## src/rtl/sbms_pkg.sv

```systemverilog
// shared types and codes for the shared-buffer multi-stack block
`timescale 1ns / 1ps

package sbms_pkg;

    localparam logic [1:0] ACT_PUSH = 2'd0;
    localparam logic [1:0] ACT_POP  = 2'd1;

    typedef enum logic [1:0] {
        STAT_OK    = 2'd0,
        STAT_FULL  = 2'd1,
        STAT_EMPTY = 2'd2,
        STAT_BAD   = 2'd3
    } status_t;

    typedef enum logic {
        S_IDLE = 1'b0,
        S_EXEC = 1'b1
    } state_t;

    typedef struct packed {
        status_t    status;
        logic [5:0] depth;
        logic       empty;
        logic       full;
    } result_t;

endpackage

```

## src/rtl/sbms_ram.sv

```systemverilog
// generic single-write, single-read ram with registered read data
`timescale 1ns / 1ps

module sbms_ram #(
    parameter int WIDTH = 32,
    parameter int DEPTH = 32,
    parameter int AW    = (DEPTH > 1) ? $clog2(DEPTH) : 1
) (
    input  logic             clk,
    input  logic             wr_en,
    input  logic [AW-1:0]    wr_addr,
    input  logic [WIDTH-1:0] wr_data,
    input  logic [AW-1:0]    rd_addr,
    output logic [WIDTH-1:0] rd_data
);

    logic [WIDTH-1:0] mem [DEPTH];

    always_ff @(posedge clk)
    begin
        if (wr_en)
        begin
            mem[wr_addr] <= wr_data;
        end
        rd_data <= mem[rd_addr];
    end

endmodule

```

## src/rtl/sbms_ctrl.sv

```systemverilog
// stack control: per-stack tops and counts, free list head, read-modify-write sequencer
`timescale 1ns / 1ps

module sbms_ctrl #(
    parameter int NUM_STACKS = 4,
    parameter int CAPACITY   = 32,
    parameter int DATA_WIDTH = 32,
    parameter int AW         = (CAPACITY > 1) ? $clog2(CAPACITY) : 1
) (
    input  logic                  clk,
    input  logic                  rst_n,
    input  logic                  in_valid,
    output logic                  in_ready,
    input  logic [1:0]            action,
    input  logic [1:0]            stack_id,
    input  logic [DATA_WIDTH-1:0] push_data,
    input  logic [2:0]            stacks_in_use,
    input  logic                  res_free,
    output logic                  res_load,
    output sbms_pkg::result_t     res,
    output logic [DATA_WIDTH-1:0] res_data,
    output logic                  data_wr_en,
    output logic [AW-1:0]         data_wr_addr,
    output logic [DATA_WIDTH-1:0] data_wr_data,
    output logic [AW-1:0]         data_rd_addr,
    input  logic [DATA_WIDTH-1:0] data_rd_data,
    output logic                  link_wr_en,
    output logic [AW-1:0]         link_wr_addr,
    output logic [AW-1:0]         link_wr_data,
    output logic [AW-1:0]         link_rd_addr,
    input  logic [AW-1:0]         link_rd_data
);

    import sbms_pkg::*;

    localparam int SW = (NUM_STACKS > 1) ? $clog2(NUM_STACKS) : 1;
    localparam int CW = $clog2(CAPACITY + 1);

    state_t                state_reg, state_next;
    logic [1:0]            act_reg, act_next;
    logic [1:0]            sid_reg, sid_next;
    logic [DATA_WIDTH-1:0] word_reg, word_next;
    logic [AW-1:0]         top_reg [NUM_STACKS];
    logic [AW-1:0]         top_next [NUM_STACKS];
    logic [CW-1:0]         cnt_reg [NUM_STACKS];
    logic [CW-1:0]         cnt_next [NUM_STACKS];
    logic [AW-1:0]         free_head_reg, free_head_next;
    logic [CW-1:0]         free_cnt_reg, free_cnt_next;
    logic [CW-1:0]         fill_reg, fill_next;

    logic [1:0]    cur_act;
    logic [1:0]    cur_sid;
    logic [AW-1:0] cur_top;
    logic [SW-1:0] sidx;
    logic          sid_ok;
    logic [CW-1:0] cnt;
    logic [AW-1:0] top;
    logic          fresh;
    logic [AW-1:0] next_free;
    logic [CW-1:0] depth;

    // read addresses come from the ports while idle, from the held beat otherwise
    always_comb
    begin
        cur_act      = (state_reg == S_IDLE) ? action : act_reg;
        cur_sid      = (state_reg == S_IDLE) ? stack_id : sid_reg;
        cur_top      = top_reg[SW'(cur_sid)];
        data_rd_addr = cur_top;
        link_rd_addr = (cur_act == ACT_PUSH) ? free_head_reg : cur_top;
    end

    always_comb
    begin
        sidx   = SW'(sid_reg);
        sid_ok = (3'(sid_reg) < stacks_in_use) && (5'(sid_reg) < 5'(NUM_STACKS));
        cnt    = cnt_reg[sidx];
        top    = top_reg[sidx];
        // slots at or above the fill mark were never linked: link is slot plus one
        fresh  = (CW'(free_head_reg) >= fill_reg);
        if (fresh)
        begin
            next_free = (free_head_reg == AW'(CAPACITY - 1)) ? '0 : free_head_reg + 1'b1;
        end
        else
        begin
            next_free = link_rd_data;
        end
    end

    always_comb
    begin
        state_next     = state_reg;
        act_next       = act_reg;
        sid_next       = sid_reg;
        word_next      = word_reg;
        top_next       = top_reg;
        cnt_next       = cnt_reg;
        free_head_next = free_head_reg;
        free_cnt_next  = free_cnt_reg;
        fill_next      = fill_reg;
        in_ready       = 1'b0;
        res_load       = 1'b0;
        res_data       = '0;
        depth          = '0;
        res.status     = STAT_OK;
        data_wr_en     = 1'b0;
        data_wr_addr   = free_head_reg;
        data_wr_data   = word_reg;
        link_wr_en     = 1'b0;
        link_wr_addr   = free_head_reg;
        link_wr_data   = top;
        case (state_reg)
            S_IDLE:
            begin
                in_ready = 1'b1;
                if (in_valid)
                begin
                    act_next   = action;
                    sid_next   = stack_id;
                    word_next  = push_data;
                    state_next = S_EXEC;
                end
            end
            S_EXEC:
            begin
                if (res_free)
                begin
                    res_load   = 1'b1;
                    state_next = S_IDLE;
                    if (!sid_ok)
                    begin
                        res.status = STAT_BAD;
                    end
                    else if (act_reg == ACT_PUSH)
                    begin
                        depth = cnt;
                        if (free_cnt_reg == '0)
                        begin
                            res.status = STAT_FULL;
                        end
                        else
                        begin
                            data_wr_en     = 1'b1;
                            link_wr_en     = 1'b1;
                            free_head_next = next_free;
                            top_next[sidx] = free_head_reg;
                            cnt_next[sidx] = cnt + 1'b1;
                            free_cnt_next  = free_cnt_reg - 1'b1;
                            depth          = cnt + 1'b1;
                            if (fresh)
                            begin
                                fill_next = fill_reg + 1'b1;
                            end
                        end
                    end
                    else if (cnt == '0)
                    begin
                        res.status = STAT_EMPTY;
                    end
                    else
                    begin
                        res_data = data_rd_data;
                        depth    = cnt;
                        if (act_reg == ACT_POP)
                        begin
                            link_wr_en     = 1'b1;
                            link_wr_addr   = top;
                            link_wr_data   = free_head_reg;
                            free_head_next = top;
                            top_next[sidx] = link_rd_data;
                            cnt_next[sidx] = cnt - 1'b1;
                            free_cnt_next  = free_cnt_reg + 1'b1;
                            depth          = cnt - 1'b1;
                        end
                    end
                end
            end
            default:
            begin
                state_next = S_IDLE;
            end
        endcase
        res.depth = 6'(depth);
        res.empty = (depth == '0);
        res.full  = (free_cnt_next == '0);
    end

    always_ff @(posedge clk or negedge rst_n)
    begin
        if (!rst_n)
        begin
            state_reg     <= S_IDLE;
            free_head_reg <= '0;
            free_cnt_reg  <= CW'(CAPACITY);
            fill_reg      <= '0;
            for (int i = 0; i < NUM_STACKS; i++)
            begin
                cnt_reg[i] <= '0;
            end
        end
        else
        begin
            state_reg     <= state_next;
            free_head_reg <= free_head_next;
            free_cnt_reg  <= free_cnt_next;
            fill_reg      <= fill_next;
            cnt_reg       <= cnt_next;
        end
    end

    always_ff @(posedge clk)
    begin
        act_reg  <= act_next;
        sid_reg  <= sid_next;
        word_reg <= word_next;
        top_reg  <= top_next;
    end

`ifndef NO_ASSERTIONS
    a_one_at_a_time: assert property (@(posedge clk) disable iff (!rst_n)
        (in_valid && in_ready) |=> !in_ready)
        else $error("beat accepted while another is in flight");

    a_result_frees: assert property (@(posedge clk) disable iff (!rst_n)
        res_load |=> (state_reg == S_IDLE))
        else $error("sequencer did not return to idle after result");

    a_no_push_when_full: assert property (@(posedge clk) disable iff (!rst_n)
        (data_wr_en) |-> (free_cnt_reg != '0))
        else $error("push wrote a slot with no free slot left");

    a_fill_covers_used: assert property (@(posedge clk) disable iff (!rst_n)
        ((CW + 1)'(fill_reg) + (CW + 1)'(free_cnt_reg)) >= (CW + 1)'(CAPACITY))
        else $error("fill mark below number of slots in use");
`endif

endmodule

```

## src/rtl/shared_buffer_multi_stack_top.sv

```systemverilog
// top level: config register, data and link memories, stack control, result register
`timescale 1ns / 1ps

// Several LIFO stacks share one data memory of CAPACITY words; a link memory
// chains each stack and the free list. The accept cycle launches the read of
// the data and link memories; the execute state then uses the registered read
// data, writes back what the action needs (data and link on a push, link on a
// pop) and loads the result register, waiting while the last result is unread.
// The next beat is accepted in the cycle after that, so no beat is taken before
// the last one has loaded its result. No clearing pass runs after reset: a fill
// mark stands in for the initial chaining of the link memory.
module shared_buffer_multi_stack_top #(
    parameter int NUM_STACKS = 4,
    parameter int CAPACITY   = 32,
    parameter int DATA_WIDTH = 32
) (
    input  logic                  clk,
    input  logic                  rst_n,
    input  logic                  cfg_wr_en,
    input  logic [2:0]            cfg_wr_data,
    input  logic                  in_valid,
    output logic                  in_ready,
    input  logic [1:0]            action,
    input  logic [1:0]            stack_id,
    input  logic [DATA_WIDTH-1:0] push_data,
    output logic                  out_valid,
    input  logic                  out_ready,
    output logic [DATA_WIDTH-1:0] read_data,
    output logic [1:0]            status,
    output logic [5:0]            stack_depth,
    output logic                  stack_empty,
    output logic                  memory_full
);

    import sbms_pkg::*;

    localparam int AW = (CAPACITY > 1) ? $clog2(CAPACITY) : 1;

    logic [2:0]            stacks_in_use_reg;
    logic                  out_valid_reg;
    result_t               res_reg;
    logic [DATA_WIDTH-1:0] read_data_reg;

    logic                  res_free;
    logic                  res_load;
    result_t               res;
    logic [DATA_WIDTH-1:0] res_data;

    logic                  data_wr_en;
    logic [AW-1:0]         data_wr_addr;
    logic [DATA_WIDTH-1:0] data_wr_data;
    logic [AW-1:0]         data_rd_addr;
    logic [DATA_WIDTH-1:0] data_rd_data;
    logic                  link_wr_en;
    logic [AW-1:0]         link_wr_addr;
    logic [AW-1:0]         link_wr_data;
    logic [AW-1:0]         link_rd_addr;
    logic [AW-1:0]         link_rd_data;

    assign res_free = !out_valid_reg || out_ready;

    sbms_ram #(
        .WIDTH (DATA_WIDTH),
        .DEPTH (CAPACITY)
    ) u_data_ram (
        .clk     (clk),
        .wr_en   (data_wr_en),
        .wr_addr (data_wr_addr),
        .wr_data (data_wr_data),
        .rd_addr (data_rd_addr),
        .rd_data (data_rd_data)
    );

    sbms_ram #(
        .WIDTH (AW),
        .DEPTH (CAPACITY)
    ) u_link_ram (
        .clk     (clk),
        .wr_en   (link_wr_en),
        .wr_addr (link_wr_addr),
        .wr_data (link_wr_data),
        .rd_addr (link_rd_addr),
        .rd_data (link_rd_data)
    );

    sbms_ctrl #(
        .NUM_STACKS (NUM_STACKS),
        .CAPACITY   (CAPACITY),
        .DATA_WIDTH (DATA_WIDTH)
    ) u_ctrl (
        .clk           (clk),
        .rst_n         (rst_n),
        .in_valid      (in_valid),
        .in_ready      (in_ready),
        .action        (action),
        .stack_id      (stack_id),
        .push_data     (push_data),
        .stacks_in_use (stacks_in_use_reg),
        .res_free      (res_free),
        .res_load      (res_load),
        .res           (res),
        .res_data      (res_data),
        .data_wr_en    (data_wr_en),
        .data_wr_addr  (data_wr_addr),
        .data_wr_data  (data_wr_data),
        .data_rd_addr  (data_rd_addr),
        .data_rd_data  (data_rd_data),
        .link_wr_en    (link_wr_en),
        .link_wr_addr  (link_wr_addr),
        .link_wr_data  (link_wr_data),
        .link_rd_addr  (link_rd_addr),
        .link_rd_data  (link_rd_data)
    );

    always_ff @(posedge clk or negedge rst_n)
    begin
        if (!rst_n)
        begin
            stacks_in_use_reg <= 3'd4;
            out_valid_reg     <= 1'b0;
        end
        else
        begin
            if (cfg_wr_en)
            begin
                stacks_in_use_reg <= cfg_wr_data;
            end
            if (res_load)
            begin
                out_valid_reg <= 1'b1;
            end
            else if (out_ready)
            begin
                out_valid_reg <= 1'b0;
            end
        end
    end

    always_ff @(posedge clk)
    begin
        if (res_load)
        begin
            res_reg       <= res;
            read_data_reg <= res_data;
        end
    end

    assign out_valid   = out_valid_reg;
    assign read_data   = read_data_reg;
    assign status      = res_reg.status;
    assign stack_depth = res_reg.depth;
    assign stack_empty = res_reg.empty;
    assign memory_full = res_reg.full;

endmodule

```

## config.mk

```make
export PLATFORM = sky130hd
export DESIGN_NAME = shared_buffer_multi_stack_top
export DESIGN_NICKNAME = d
export VERILOG_FILES = /design/src/rtl/sbms_pkg.sv /design/src/rtl/sbms_ram.sv /design/src/rtl/sbms_ctrl.sv /design/src/rtl/shared_buffer_multi_stack_top.sv
export SDC_FILE = /design/constraint.sdc
export NUM_CORES = 2
export LEC_CHECK = 0
export ABC_AREA = 0
export ABC_CLOCK_PERIOD_IN_PS = 5170
export BUFFER_PORTS_ARGS = -buffer_cell sky130_fd_sc_hd__clkbuf_2
export CAP_MARGIN = 25
export CORE_UTILIZATION = 62
export DETAILED_ROUTE_END_ITERATION = 8
export PLACE_DENSITY_LB_ADDON = 0.08
export SLEW_MARGIN = 20
export SYNTH_ARGS = -nofsm -noshare
export SYNTH_HDL_FRONTEND = slang
export SYNTH_SLANG_ARGS = --single-unit
```

## constraint.sdc

```tcl
create_clock -name clk -period 5.17 [get_ports clk]
set_input_delay 0.7755 -clock clk [delete_from_list [all_inputs] [get_ports clk]]
set_output_delay 0.7755 -clock clk [all_outputs]
set_load 0.05 [all_outputs]
```

Word level (Yosys, flattened, before mapping)
Memories as Yosys holds them, arrays and structs flattened. A register that Yosys moved wholly into a read port is not among the register bits.
Index checks and enable logic that the tools add are counted.
{"block": "totals", "rom_bits": 0, "register_bits": 144, "n_memories": 2, "out_inout_bits": 44, "latchBits": 0, "input_bits": 44, "ram_bits": 1184, "elab_cells": 147}
{"block": "op_classes", "mul": 0, "bitwise": 6, "n_lt_le_gt_ge": 5, "reduce_logical": 17, "addsub": 6, "muxes": 85, "div": 0, "n_eq_ne": 4, "n_shift": 0}
{"memory": "u_data_ram.mem", "depth": 32, "word_bits": 32, "rd": 1, "rd_clocked_by_memory_dff": 1, "wr": 1, "line_no": "sbms_ram.sv:17", "rtl": "logic [WIDTH-1:0] mem [DEPTH];"}
{"memory": "u_link_ram.mem", "depth": 32, "word_bits": 5, "rd": 1, "rd_clocked_by_memory_dff": 1, "wr": 1, "line_no": "sbms_ram.sv:17"}
{"operator": "$mux W5", "n": 22}
{"operator": "$mux W6", "n": 17}
{"operator": "$mux W24", "n": 4}
{"operator": "$mux W20", "n": 4}
{"operator": "$bwmux W24", "n": 2}
{"operator": "$bwmux W20", "n": 2}
{"operator": "$logic_not A6 Y1", "n": 4}
{"operator": "$mux W1", "n": 23}
{"operator": "$bmux W5 S2", "n": 2}
{"operator": "$add A6 B1 Y6 const B", "n": 3}
{"operator": "$bmux W6 S2", "n": 1}
{"operator": "$demux W6 S2", "n": 1}
{"operator": "$reduce_and A6 Y1", "n": 2}
{"operator": "$sub A6 B1 Y6 const B", "n": 2}
{"operator": "$demux W5 S2", "n": 1}
{"operator": "$mux W2", "n": 5}
{"operator": "$ge A3 B3 Y1 const B", "n": 2}
{"operator": "$ge A5 B6 Y1", "n": 1}
{"operator": "$not A2 Y3", "n": 2}
{"operator": "$add A5 B1 Y5 const B", "n": 1}
{"operator": "$eq A5 B5 Y1 const B", "n": 1}
{"operator": "$reduce_or A5 Y1", "n": 1}
{"operator": "$logic_not A2 Y1", "n": 2}
{"operator": "$not A1 Y1", "n": 4}
{"operator": "other kinds (12)", "n": 14}

Longest topological paths before layout
{"block": "depth", "depth_word": 12, "mapped_depth": 14, "mapped_depth_nobuf": 10}

Modules after synthesis
Synthesis repeated with hierarchy kept, for this count alone.
{"block": "hier_totals", "cells_unflattened": 3054, "hier_area_um2": 53592.6}
{"mod": "sbms_ram at u_data_ram", "area_per_inst_um2": 40492.6, "instances": 1, "seq_area_each_um2": 31390.1, "cells_each": 2260}
{"mod": "sbms_ram at u_link_ram", "area_per_inst_um2": 6344.8, "instances": 1, "seq_area_each_um2": 4904.7, "cells_each": 277}
{"mod": "sbms_ctrl", "area_per_inst_um2": 5346.4, "instances": 1, "seq_area_each_um2": 2733.9, "cells_each": 466}
{"mod": "shared_buffer_multi_stack_top", "area_per_inst_um2": 1408.9, "instances": 1, "seq_area_each_um2": 1362.6, "cells_each": 51}

Worst setup path before layout
Ideal clock, no wire load.
{"block": "synth_timing", "path_type": "input port to flip-flop", "from": "input out_ready", "to": "memory u_data_ram.mem[20][0] (enable)", "setup_slack_ns": 0.408, "t_arrival_ns": 4.341, "cell_stages": 8, "setup_ns": 0.421, "path_buffers": 1, "required_time_ns": 4.749, "path_cell_list": "nand2b_1 nand2_1 inv_1 o21ai_0 clkbuf_1 nor2_1 nand2_1 nor2_1"}
{"block": "synth_between", "elab_chain_len": 5}
{"item": "from (decl)", "line_no": "shared_buffer_multi_stack_top.sv:27", "rtl": "input logic out_ready,"}
{"item": "$logic_or A1 B1 Y1", "line_no": "shared_buffer_multi_stack_top.sv:60", "rtl": "assign res_free = !out_valid_reg || out_ready;"}
{"item": "$mux W1", "line_no": "sbms_ctrl.sv:126", "rtl": "if (res_free)"}
{"item": "$mux W1", "line_no": "sbms_ctrl.sv:112", "rtl": "case (state_reg)"}
{"item": "$mux W1", "line_no": "sbms_ram.sv:21", "rtl": "if (wr_en)"}
{"item": "$mux W1 (not written as such)", "line_no": "sbms_ram.sv:23", "rtl": "mem[wr_addr] <= wr_data;"}
{"item": "to (decl)", "line_no": "sbms_ram.sv:17"}
Every way passes these cells.

Worst setup path in the final report
{"block": "layout_timing", "from": "register u_ctrl.sid_reg[0]", "to": "memory u_link_ram.mem[5][3] (netlist bit) (enable)"}
{"block": "layout_between", "elab_chain_len": 12, "word_cells_on_any_way": 22, "cone_classes": "1 x order compare; 19 x mux; 1 x bitwise; 1 x reduce/logical"}
{"item": "from (decl)", "line_no": "sbms_ctrl.sv:41", "rtl": "logic [1:0] sid_reg, sid_next;"}
{"item": "from (signal assigned)", "line_no": "sbms_ctrl.sv:214", "rtl": "sid_reg <= sid_next;"}
{"item": "$not A2 Y3 (not written as such)", "line_no": "sbms_ctrl.sv:76, sbms_ctrl.sv:77"}
{"item": "$bmux W6 S2", "line_no": "sbms_ctrl.sv:76", "rtl": "cnt = cnt_reg[sidx];"}
{"item": "$mux W6 (not written as such) (2 in series)", "line_no": "sbms_ctrl.sv:76"}
{"item": "$logic_not A6 Y1", "line_no": "sbms_ctrl.sv:156", "rtl": "else if (cnt == '0)"}
{"item": "$mux W1", "line_no": "sbms_ctrl.sv:156"}
{"item": "$mux W1", "line_no": "sbms_ctrl.sv:134", "rtl": "else if (act_reg == ACT_PUSH)"}
{"item": "$mux W1", "line_no": "sbms_ctrl.sv:130", "rtl": "if (!sid_ok)"}
{"item": "$mux W1", "line_no": "sbms_ctrl.sv:126"}
{"item": "$mux W1", "line_no": "sbms_ctrl.sv:112"}
{"item": "$mux W1", "line_no": "sbms_ram.sv:21"}
{"item": "$mux W1 (not written as such)", "line_no": "sbms_ram.sv:23"}
{"item": "to (decl)", "line_no": "sbms_ram.sv:17"}
Several ways; a longest one is shown, not always the timed one. The select of a mux whose other input is x is not followed.

==> results.py <==
metrics = {
    "timing": {
        "finalSetupViolations": 0,
        "slew_headroom_pct": 24.5,
        "fin_ws_ns": 0.715,
        "tns_ns": 0,
        "fin_crit_ns": 4.46,
        "slew_viol_final": 0,
        "rsz0062_at_grt": "no",
        "hold_viol": 0,
        "tightest_slew_ns": 1.13,
        "max_freq_ghz": 0.224,
        "fin_skew_ns": 0.0232,
        "period_share_pct": 86.2,
    },
    "grt": {
        "grt-ovfl-total": 0,
        "grt_pass1_wl_mm": 188,
        "grt_max_degree": 161,
        "grt_use_total_pct": 30.5,
        "grt_antenna_before_repair": 1,
        "grt_pass1_vias": 28133,
    },
    "setup_path": {
        "cp.required_ns": 5.53,
        "slowest_stage": "mux2i_1",
        "cp_slowest_stage_delay_ns": 0.72,
        "worstPathCellList": "mux4_2, inv_1, ha_1, or3b_4, nor3_4, nor3_1, clkbuf_4, mux2i_1, nand3_1, nor2_1",
        "crit_arrival_ns": 4.82,
        "cp-start-kind": "register",
        "cp-end-kind": "register",
        "path_max_fanout": 8,
        "crit_type": "register to register",
    },
    "floorplanning": {
        "core_area_mm2": 0.0850,
        "die-area_mm2": 0.0869,
        "die_w_um": 295,
        "die_h_um": 295,
        "num_rows": 107,
        "io_pins": 88,
        "start_util_pct": 62.5,
    },
    "final_layout": {
        "fin_cells": 4300,
        "largest_reg_flops": 1024,
        "reg_top3": "u_data_ram.mem (1024), u_link_ram.mem (160)",
        "area_growth_pct": 13.7,
        "antennaDiodeCount": 0,
        "top_register": "u_data_ram.mem",
        "layout-drive-gt1-share_pct": 24.1,
        "stdcell_area_mm2": 0.0604,
        "fin_nets": 3108,
        "nFillCells": 5163,
    },
    "clock_tree": {
        "cts_sinks": 1365,
        "ctsResizeCount": 0,
        "cts_tree": "yes",
        "cts_setup_buffers": 0,
        "clockBufferDepth": 3,
        "cts_max_level": 4,
        "insertion_delay_ns": 0.73,
        "cts_root_buffer": "clkbuf_16",
        "cts_buffers": 137,
        "clk_pin_slew_worst_paths_ns": 0.06,
        "cts_hold_buf": 0,
    },
    "pwr": {
        "clock_power_share_pct": 30.3,
        "p_int_mw": 22.1,
        "power_mw": 32.1,
        "seqPwrFrac_pct": 43.2,
        "powerDensity_mw_per_mm2": 532,
        "power.switching_mw": 10.0,
        "p_leak_nw": 20.0,
        "irDropWorstVdd_mv": 0.398,
        "pwr-share-comb_pct": 26.5,
        "swShare_pct": 31.2,
    },
    "logic_synthesis": {
        "syn_inst": 2855,
        "synth_cell_types": 76,
        "synth_nets": 2915,
        "synth-edff-count": 1282,
        "ys_warn_count": 0,
        "synth.avg_cell_area_um2": 18.6,
        "async_flop_share_pct": 3.37,
        "synth_flop_cell": "edfxtp_1",
        "ys_seq_area_share_pct": 76.0,
        "synth-seq-cells": 1365,
        "syn_area_mm2": 0.0532,
    },
    "place": {
        "place_area_mm2": 0.0559,
        "portBuffers": 87,
        "pre_cts_slack_ns": 0.642,
        "place_inst": 4042,
        "place_hpwl_mm": 73.3,
        "place_congestion": 0.912,
    },
    "outcome": {
        "outcome": "completed",
    },
    "detailed_routing": {
        "route.detailed.drc": 0,
        "drtIter0Drc": 3335,
        "dr_total_vias": 28395,
        "wire_per_inst_um": 29.9,
        "totalWireLength_mm": 129,
        "ant_nets": 0,
        "dr.pass1.iters": 6,
        "viasPerCell": 6.60,
    },
    "run": {
        "drv_cap": 0,
    },
    "min_path": {
        "hold_class": "primary input to async pin",
    },
}
[cells in the mapped netlist, types with 3 or more instances]
| library cell | count | area (um2) |
|---|---|---|
| a311oi_1 | 7 | 61.3 |
| nor3_1 | 8 | 40.0 |
| nand3b_1 | 4 | 30.0 |
| a22oi_1 | 5 | 37.5 |
| buf_4 | 3 | 22.5 |
| ha_1 | 16 | 200 |
| nor2_1 | 133 | 499 |
| o211ai_1 | 4 | 30.0 |
| nand2b_1 | 7 | 43.8 |
| o21ai_0 | 20 | 100 |
| a211oi_1 | 5 | 37.5 |
| o31ai_1 | 3 | 22.5 |
| nand3_1 | 118 | 591 |
| a21oi_1 | 41 | 205 |
| nand2_1 | 362 | 1360 |
| inv_1 | 25 | 93.8 |
| nand4_1 | 15 | 93.8 |
| buf_2 | 45 | 225 |
| buf_1 | 11 | 41.3 |
| a32oi_1 | 35 | 307 |
| o22ai_1 | 3 | 18.8 |
| edfxtp_1 | 1282 | 38500 |
| buf_6 | 3 | 33.8 |
| a221oi_1 | 5 | 43.8 |
| mux4_2 | 273 | 6150 |
| or3_1 | 8 | 50.1 |
| and3_1 | 47 | 294 |
| o221ai_1 | 5 | 43.8 |
| xnor2_1 | 14 | 123 |
| mux2i_1 | 56 | 561 |
| dfrtp_1 | 44 | 1100 |
| nor2b_1 | 5 | 31.3 |
| dfxtp_1 | 37 | 741 |
| a31oi_1 | 7 | 43.8 |
| a21o_1 | 7 | 52.6 |
| and2_1 | 35 | 219 |
| clkbuf_1 | 83 | 312 |
| mux2_2 | 27 | 304 |
[cells by family (layout without fill, tap and decap cells)]
family / Yosys count / after routing / share of synthesized area [%]
DFF: 1365 / 1365 / 76.0
muxes: 356 / 356 / 13.2
buffers and inverters: 171 / 472 / 1.41
adders and majority gates: 16 / 16 / 0.377
AOI/OAI and AO/OA: 170 / 170 / 2.32
xor gates and xnor gates: 17 / 17 / 0.315
and+or+nand+nor: 760 / 760 / 6.41
[power groups by stage]
stage,Clock [mW],Sequential [mW],Combinational (mW)
floorplan,0,14.3,5.42
global placement,0,14.1,8.24
detailed placement,0,14.2,8.33
CTS,9.84,14.0,8.39
global route,10.2,14.0,9.08
finish,9.73,13.9,8.52
[path summary, 6_finish.rpt]
| check | from | to | slack, ns | cells after the start |
|---|---|---|---|---|
| setup reg to reg | u_ctrl.sid_reg[0] | u_link_ram.mem[5][3] | 0.71 | 10 |
| min in group clk | push_data[9] | u_ctrl.data_wr_data[9] | 0.22 | 1 |
| max in group asynchronous | rst_n | u_ctrl.cnt_reg[2] | 4.59 | 2 |
| hold / removal | rst_n | u_ctrl.state_reg | 0.14 | 2 |
| setup / recovery | u_ctrl.sid_reg[0] | u_link_ram.mem[5][3] | 0.71 | 10 |
| hold reg to reg | u_ctrl.fill_reg[2] | u_ctrl.fill_reg[2] | 0.49 | 1 |
[through the flow]
stage          utilization [%]  hold WS, ns
5_1_grt                   71.1        0.186
2_1_floorplan                -        0.445
3_3_place_gp              65.7        0.460
3_5_place_dp              65.7        0.485
6_report                  71.1        0.144
4_1_cts                   70.9        0.138
[area by class of cell]
cell class | count | area [um2] | share of cell area, %
repair buffers | 200 | 1770 | 2.92
clock inverters | 70 | 661 | 1.09
inverters | 25 | 93.8 | 0.155
clock buffers | 177 | 3740 | 6.18
multi-input cells | 1319 | 12300 | 20.4
flip-flops and latches | 1365 | 40400 | 66.8
well taps | 1144 | 1430 | 2.37
[critical path: cells and delay by family (launching register included)]
family / cells / cell delay [ns]
flops: 1 / 0.57
buf+inv: 2 / 0.33
simple gates: 5 / 1.60
mux: 2 / 1.37
fa+ha+maj: 1 / 0.21
[cells in the final DEF (no fill, tap or decap), types with 8 or more instances in the layout]
master | netlist | layout
mux2i_1 | 56 | 56
nor2_1 | 133 | 99
a32oi_1 | 35 | 35
and2_1 | 35 | 34
buf_12 | 1 | 31
edfxtp_1 | 1282 | 1282
dfrtp_1 | 44 | 44
or3_1 | 8 | 8
clkinv_1 | 0 | 22
inv_1 | 25 | 24
clkinv_2 | 0 | 23
o21ai_0 | 20 | 17
clkbuf_1 | 83 | 31
nand4_1 | 15 | 15
buf_4 | 3 | 70
a21oi_1 | 41 | 39
mux2_2 | 27 | 27
clkbuf_16 | 0 | 143
dfxtp_1 | 37 | 37
nand2_1 | 362 | 362
clkbuf_2 | 0 | 87
xnor2_1 | 14 | 14
bufinv_16 | 0 | 11
mux4_2 | 273 | 269
nor2_4 | 0 | 34
buf_8 | 0 | 10
and3_1 | 47 | 47
nand3_1 | 118 | 118
ha_1 | 16 | 16
[per-layer routing]
layer  wire (um)  track usage [%]  vias to the layer above
li1            -                -                    11744
met3       12800             6.72                      218
met2       60300             46.0                     1605
met5           0                0                        -
met1       52100             45.1                    14828
met4        3410             9.36                        0
(Power assumes the default switching activity.)
